File: config.mk
export PLATFORM = sky130hd
export DESIGN_NAME = nlpd_cal
export DESIGN_NICKNAME = d
export VERILOG_FILES = /design/src/hdl/nlpd_pkg.sv /design/src/hdl/nlpd_cal.sv
export SDC_FILE = /design/constraint.sdc
export NUM_CORES = 2
export LEC_CHECK = 0
export BUFFER_PORTS_ARGS = -buffer_cell sky130_fd_sc_hd__buf_2
export CAP_MARGIN = 20
export CORE_ASPECT_RATIO = 0.5
export CORE_UTILIZATION = 60
export DETAILED_ROUTE_END_ITERATION = 7
export GPL_TIMING_DRIVEN = 0
export PLACE_DENSITY_LB_ADDON = 0.1
export SLEW_MARGIN = 20
export SYNTH_ARGS = -nofsm -noshare
export SYNTH_HDL_FRONTEND = slang
export SYNTH_SLANG_ARGS = --single-unit
File: constraint.sdc
create_clock -name clk -period 15.55 [get_ports clk]
set_input_delay 0.7775 -clock clk [delete_from_list [all_inputs] [get_ports clk]]
set_output_delay 0.7775 -clock clk [all_outputs]
set_load 0.01 [all_outputs]
File: src/hdl/nlpd_pkg.sv
// Shared types, constants and the floor(30.6001 * x) month-term table for the lunar phase date pipeline.
package nlpd_pkg;

	// Input request and result payloads
	typedef struct packed {
		logic [11:0] in_year;
		logic [3:0]  in_month;
		logic [4:0]  in_day;
		logic [15:0] phase_goal;
	} req_t;

	typedef struct packed {
		logic [12:0] event_year;
		logic [3:0]  event_month;
		logic [4:0]  event_day;
	} result_t;

	// Integer Julian day number width and the day span of the folded phase difference
	localparam int JD_W   = 22;
	localparam int DAYS_W = 21;

	// Day number passed from the phase section to the calendar section
	typedef struct packed {
		logic            valid;
		logic [JD_W-1:0] z;
	} zday_t;

	// Synodic constant is split for the multipliers
	localparam int SYN_SPLIT = 24;

	// Whole synodic months folded into the epoch so the phase difference stays positive
	localparam int FOLD_MONTHS = 25000;

	// Reciprocal of the synodic month used to estimate the month count
	localparam int RECIP_SH = 24;
	localparam int RECIP_W  = 20;
	localparam int NEST_W   = 16;

	// 1524 less the constant 2 of the century correction
	localparam int JD_BIAS = 1522;

	// First day number of the Gregorian calendar
	localparam logic [JD_W-1:0] GREG_START = JD_W'(2299161);

	// Reciprocal constants: floor(v / D) = (v * K) >> SH over the range in use
	localparam int          DIV100_SH = 19;
	localparam logic [12:0] DIV100_K  = 13'(((64'd1 << DIV100_SH) + 64'd99) / 64'd100);
	localparam int          DIV400_SH = 21;
	localparam logic [12:0] DIV400_K  = 13'(((64'd1 << DIV400_SH) + 64'd399) / 64'd400);
	localparam int          ALPHA_SH  = 41;
	localparam logic [23:0] ALPHA_K   = 24'(((64'd1 << ALPHA_SH) + 64'd146096) / 64'd146097);
	localparam int          CENT_SH   = 39;
	localparam logic [26:0] CENT_K    = 27'(((64'd1 << CENT_SH) + 64'd7304) / 64'd7305);
	// Month step: reciprocal of 306001 with the factor 10000 folded in
	localparam int          MON_SH    = 43;
	localparam logic [38:0] MON_KT    =
		39'((((64'd1 << MON_SH) + 64'd306000) / 64'd306001) * 64'd10000);

	// floor(30.6001 * x)
	function automatic logic [8:0] month_term(input logic [3:0] x);
		logic [8:0] r;
		case (x)
			4'd0:    r = 9'd0;
			4'd1:    r = 9'd30;
			4'd2:    r = 9'd61;
			4'd3:    r = 9'd91;
			4'd4:    r = 9'd122;
			4'd5:    r = 9'd153;
			4'd6:    r = 9'd183;
			4'd7:    r = 9'd214;
			4'd8:    r = 9'd244;
			4'd9:    r = 9'd275;
			4'd10:   r = 9'd306;
			4'd11:   r = 9'd336;
			4'd12:   r = 9'd367;
			4'd13:   r = 9'd397;
			4'd14:   r = 9'd428;
			4'd15:   r = 9'd459;
			default: r = 9'd0;
		endcase
		return r;
	endfunction

endpackage

File: src/hdl/nlpd_cal.sv
// Six-stage pipeline that turns an integer Julian day number into a calendar date.
module nlpd_cal (
	input  logic              clk,
	input  logic              arst_n,
	input  nlpd_pkg::zday_t   zin,
	output logic              done,
	output nlpd_pkg::result_t result
);

	localparam int JW = nlpd_pkg::JD_W;

	logic v_s1, v_s2, v_s3, v_s4, v_s5, v_s6;

	logic [JW-1:0] z_s1;
	logic [5:0]    alpha_s1;
	logic          jul_s1;
	logic [JW-1:0] bb_s2;
	logic [JW-1:0] bb_s3;
	logic [13:0]   c_s3;
	logic [8:0]    t_s4;
	logic [13:0]   c_s4;
	logic [3:0]    e_s5;
	logic [8:0]    t_s5;
	logic [13:0]   c_s5;
	nlpd_pkg::result_t res_s6;

	logic [23:0]   zv_full;
	logic [46:0]   pa;
	logic [JW-1:0] bb;
	logic [25:0]   cv;
	logic [52:0]   pc;
	logic [23:0]   pd;
	logic [JW-1:0] tt;
	logic [47:0]   pe;
	logic [3:0]    mon;
	logic [8:0]    dsum;
	nlpd_pkg::result_t res;

	always_comb begin
		// alpha = (4z - 7468865) / 146097, used only on the Gregorian branch
		zv_full = 24'({zin.z, 2'b00}) - 24'd7468865;
		pa      = 47'(zv_full[22:0]) * 47'(nlpd_pkg::ALPHA_K);
	end

	always_comb begin
		if (jul_s1) begin
			bb = z_s1 + JW'(1524);
		end else begin
			bb = z_s1 + JW'(1525) + JW'(alpha_s1) - JW'(alpha_s1 >> 2);
		end
	end

	always_comb begin
		cv = 26'(bb_s2) * 26'd20 - 26'd2442;
		pc = 53'(cv) * 53'(nlpd_pkg::CENT_K);
	end

	always_comb begin
		pd = 24'(c_s3) * 24'd1461;
		tt = bb_s3 - JW'(pd[23:2]);
	end

	always_comb begin
		pe = 48'(t_s4) * 48'(nlpd_pkg::MON_KT);
	end

	always_comb begin
		mon  = (e_s5 < 4'd14) ? e_s5 - 4'd1 : e_s5 - 4'd13;
		dsum = t_s5 - nlpd_pkg::month_term(e_s5);
		res.event_month = mon;
		res.event_day   = dsum[4:0];
		res.event_year  = (mon > 4'd2) ? 13'(c_s5) - 13'd4716 : 13'(c_s5) - 13'd4715;
	end

	always_ff @(posedge clk or negedge arst_n) begin
		if (!arst_n) begin
			v_s1 <= 1'b0;
			v_s2 <= 1'b0;
			v_s3 <= 1'b0;
			v_s4 <= 1'b0;
			v_s5 <= 1'b0;
			v_s6 <= 1'b0;
		end else begin
			v_s1 <= zin.valid;
			v_s2 <= v_s1;
			v_s3 <= v_s2;
			v_s4 <= v_s3;
			v_s5 <= v_s4;
			v_s6 <= v_s5;
		end
	end

	always_ff @(posedge clk) begin
		z_s1     <= zin.z;
		alpha_s1 <= pa[nlpd_pkg::ALPHA_SH +: 6];
		jul_s1   <= zin.z < nlpd_pkg::GREG_START;
		bb_s2    <= bb;
		bb_s3    <= bb_s2;
		c_s3     <= pc[nlpd_pkg::CENT_SH +: 14];
		t_s4     <= tt[8:0];
		c_s4     <= c_s3;
		e_s5     <= pe[nlpd_pkg::MON_SH +: 4];
		t_s5     <= t_s4;
		c_s5     <= c_s4;
		res_s6   <= res;
	end

	assign done   = v_s6;
	assign result = res_s6;

endmodule

Word level (Yosys, flattened, before mapping)
Memories as Yosys holds them, arrays and structs flattened. A register that Yosys moved wholly into a read port is not among the register bits.
Index checks and enable logic that the tools add are counted.
{"block": "classes", "mux": 3, "mul": 5, "order_cmp": 3, "addsub": 12}
{"operator": "$mul 26x26->52 const B", "count": 1}
{"operator": "$mul 23x24->47 const B", "count": 1}
{"operator": "$add 22x11->22 const B", "count": 2}
{"operator": "$mul 9x35->43 const B", "count": 1}
{"operator": "$sub 13x13->13 const B", "count": 2}
{"operator": "$sub 26x12->26 const B", "count": 1}
{"operator": "$mul 22x3->24 const B", "count": 1}
{"operator": "$sub 23x23->23 const B", "count": 1}
{"operator": "$add 22x6->22", "count": 1}
{"operator": "$lt 22x22->1 const B", "count": 1}
{"operator": "$mux 22", "count": 1}
{"operator": "$sub 22x4->22", "count": 1}
{"operator": "$mul 14x11->11 const B", "count": 1}
{"operator": "$mux 13", "count": 1}
{"operator": "$sub 9x9->9", "count": 1}
{"operator": "$sub 5x5->5", "count": 1}
{"operator": "$gt 4x2->1 const B", "count": 1}
{"operator": "$lt 4x4->1 const B", "count": 1}
{"operator": "$mux 4", "count": 1}
{"operator": "$sub 4x1->4 const B", "count": 1}
{"operator": "$sub 4x4->4 const B", "count": 1}
{"block": "word_totals", "rom_bits": 144, "memories": 1, "regBits": 146, "output_inout_bits": 23}
{"name": "(name not given)", "depth": 16, "word_bits": 9, "rd": 1, "rd_clocked_by_memory_dff": 1, "wr": 0, "line_no": "nlpd_pkg.sv:62", "text": "case (x)"}

Longest topological paths before layout
{"block": "depth", "word_depth": 4, "ltp_mapped": 37, "depth_no_buf": 37}

Worst setup path after synthesis
No wires, ideal clock.
{"block": "synth_path", "path_kind": "reg2reg", "from": "register bb_s2[0]", "to": "register c_s3[12]", "slack_ns": 5.921, "setup_time_ns": 0.150, "period_less_slack_ns": 9.629, "arrival_ns": 9.479, "stages_incl_launch_ff": 38, "required_ns": 15.400, "path_cell_list": "dfxtp_1 -> ha_1 -> ha_1 -> fa_1 -> a211o_1 -> a21o_1 -> a32o_1 -> o211ai_1 -> nor3b_1 -> nand4b_1 -> nor2_1 -> xor2_1 -> inv_1 -> fa_1 -> inv_1 -> ha_1 -> inv_1 -> fa_1 -> [... 2 more ...] -> inv_1 -> fa_1 -> inv_1 -> fa_1 -> inv_1 -> fa_1 -> inv_1 -> ha_1 -> a21oi_1 -> o21ai_0 -> nand2_1 -> nand3_1 -> o31ai_1 -> o2111ai_1 -> o221a_2 -> a2111oi_0 -> nor4_1 -> xor2_1"}
{"block": "synth_between", "elab_chain_len": 3}
{"element": "start: declaration", "line_no": "nlpd_cal.sv:17", "text": "logic [JW-1:0] bb_s2;"}
{"element": "start signal: assignment", "line_no": "nlpd_cal.sv:97", "text": "bb_s2 <= bb;"}
{"element": "$mul 22x3->24", "line_no": "nlpd_cal.sv:54", "text": "cv = 26'(bb_s2) * 26'd20 - 26'd2442;"}
{"element": "$sub 26x12->26", "line_no": "nlpd_cal.sv:54"}
{"element": "$mul 26x26->52", "line_no": "nlpd_cal.sv:55", "text": "pc = 53'(cv) * 53'(nlpd_pkg::CENT_K);"}
{"element": "via pc[51]", "line_no": "nlpd_cal.sv:31", "text": "logic [52:0] pc;"}
{"element": "end signal: assignment", "line_no": "nlpd_cal.sv:99", "text": "c_s3 <= pc[nlpd_pkg::CENT_SH +: 14];"}
{"element": "end: declaration", "line_no": "nlpd_cal.sv:19", "text": "logic [13:0] c_s3;"}
The timed path passes the listed nets, and every way through them passes these cells.

Worst setup path in the final report
Same ends and word-level chain as after synthesis.

==> flow_summary.yaml <==
detailed_routing:
  wl_met1_mm: 30.1
  ant_nets: 0
  drt_iter0_drc: 897
  wl_per_cell_um: 16.8
  firstDrtPassIters: 6
  avgViaCountPerCell: 5.25
  wl_met2_mm: 33.4
  num_vias: 21400
  met3_length_mm: 3.23
  wirelength_mm: 68.6
  route.detailed.drc: 0
  maxUsedRoutingLayer: "met4"
clock_network:
  cts_tree: "built"
  cts_root_buf: "clkbuf_16"
  clkTransAtPathRegs_ps: 70
  cts-hold-fix-buffers: 0
  cts_setup_buffers: 0
  cts_buffers: 17
  clkLatencyLatePin_ps: 460
  clock-sinks: 150
  cts_max_level: 4
  cts-resized-gates: 0
  clockBufferDepth: 2
yosys:
  syn_area_per_cell_sq_um: 9.88
  ys_seq_area_share_pct: 9.32
  synth_flop_cell: "dfxtp_1"
  synth_area_sq_mm: 0.0325
  ys_ff_latch: 150
  synth_fp_nets: 4599
  synth_warnings: 0
  synth_cell_types: 75
  async_flop_share_pct: 4.00
  synth_edf_count: 0
  syn_inst: 3293
finish:
  fin_area_sq_mm: 0.0344
  final_cells: 4080
  drive_gt1_share_pct: 3.82
  nets: 4669
  area_growth_pct: 5.73
grt:
  grt_pass1_vias: 23400
  grt_overflow: 0
  antenna_found_initial: 4
  grt_pass1_wl_mm: 117
  grtUsageTotal_pct: 26.9
  grt_max_degree: 19
setup_path:
  slowest_stage: "nor4_1"
  cp_max_fo: 13
  endpoint_kind: "flip-flop"
  crit_buf_inv: 7
  cp_top_family: "adder cells"
  reg2regPathDepth: 36
  path_class: "flip-flop to flip-flop"
  cp.depth: 36
  slowest_delay_ps: 840
  startpoint_type: "flip-flop"
  cp.arrival_ps: 12500
  required_ps: 15860
placement:
  dp.cells: 4045
  dp.final_hpwl_mm: 61.5
  place_area_sq_mm: 0.0338
  gp_congestion: 0.926
  portBuffers: 47
  place_ws_ps: 3370
timing:
  setup_violations: 0
  post-route-period-util_pct: 78.4
  worst_pin_slew_ps: 1040
  drv_slew: 0
  timing.setup.tns_ps: 0
  hold_viol: 0
  fin_crit_ps: 12190
  max_freq_mhz: 82.1
  fin_skew_ps: 11.4
  layout_setup_ws_ps: 3360
  slew_headroom_pct: 30.2
  rsz0062_at_grt: "no"
die:
  rows: 59
  die-area_sq_mm: 0.0552
  initial_core_util_pct: 61.6
  core_sq_mm: 0.0528
  die_h_um: 167
  chipWidth_um: 331
  top_level_ports: 48
status:
  status: "complete, no violations"
worst_hold_path:
  hold_class: "input port to asynchronous set/reset pin"
job:
  cap_violations: 0
==> routing by layer <==
layer / GRT usage, % / vias up
met5: 0 / -
met1: 34.7 / 10500
li1: - / 10400
met4: 7.89 / 0
met2: 46.6 / 391
met3: 4.41 / 94
==> worst paths after layout <==
kind	start	end	slack, ps
max	bb_s2[0]$_DFF_P_	c_s3[12]$_DFF_P_	3360
min	arst_n	v_s2$_DFF_PN0_	120
max reg2reg	bb_s2[0]$_DFF_P_	c_s3[12]$_DFF_P_	3360
min reg2reg	c_s4[9]$_DFF_P_	c_s5[9]$_DFF_P_	320
max in group asynchronous	arst_n	done$_DFF_PN0_	15290
min in group clk	c_s4[9]$_DFF_P_	c_s5[9]$_DFF_P_	320
==> worst reg2reg max path, delay by kind of cell (launching register included) <==
kind | cells | cell delay [ps]
flip-flops | 1 | 580
adder cells (fa/ha/maj) | 11 | 4970
buffers and inverters | 7 | 880
XOR/XNOR | 2 | 850
AO/OA/AOI/OAI | 9 | 2520
AND/OR/NAND/NOR | 7 | 2240
==> state kept, by name, indices dropped and copies added, names as in the netlist, 4 cells and up, named ones only <==
register and flops:
e_s5 4, t_s5 5, c_s3 13, alpha_s1 6
bb_s3 9, c_s5 13, c_s4 13, result 22
t_s4 9, z_s1 22, bb_s2 22
==> per-stage QoR <==
stage                     hold WS [ps]  utilization [%]
final                              125             65.2
after global routing               120             65.2
after CTS                          110             65.1
after detailed placement           312             64.0
after global placement             310             63.7
after floorplan                    310                -
==> placed cells by master, fill, tap and decap left out, drive strengths merged, types with 16 or more instances in the layout <==
master / n
a21o: 63
nand2b: 16
inv: 1016
nand2: 74
ha: 734
a21oi: 100
nor3: 27
xnor2: 103
fa: 547
nand3: 24
buf: 51
dfxtp: 144
clkbuf: 31
o21ai: 67
xor2: 56
nand4: 19
nor2: 69
==> cells by family (layout without fill, tap and decap cells) <==
kind of cell	after synthesis	in the layout	share of synthesized area (%)
compound gates	356	356	7.22
mux	12	12	0.388
other cells	0	3	0
buf+inv	1023	1106	11.8
xor+xnor	159	159	4.33
fa+ha+maj	1281	1281	61.9
simple gates	312	312	5.04
flops	150	150	9.32
==> final cells by class <==
cell class              instances  area [sq um]
well taps                     701           877
clock buffers                  17           425
fillers                      4358         18400
diodes                          3          7.51
multi-input cells            2120         25800
clock inverters                15           175
inverters                    1009          3790
plain buffers                  14          52.6
flip-flops and latches        150          3030
repair buffers                 51           280
==> cells in the mapped netlist (19+ instances only) <==
cell | number | share of area, %
xor2_1 | 56 | 1.5
nor2_1 | 69 | 0.80
nor3_1 | 26 | 0.40
a21oi_1 | 100 | 1.5
fa_1 | 547 | 34
nand4_1 | 19 | 0.37
o21ai_0 | 64 | 0.98
xnor2_1 | 101 | 2.7
ha_1 | 734 | 28
a21o_1 | 63 | 1.5
nand2_1 | 74 | 0.85
nand3_1 | 24 | 0.37
inv_1 | 1008 | 12
dfxtp_1 | 144 | 8.9
Power is not shown: default switching activity piles up to over one toggle a cycle in this logic, so the estimate is an artifact.
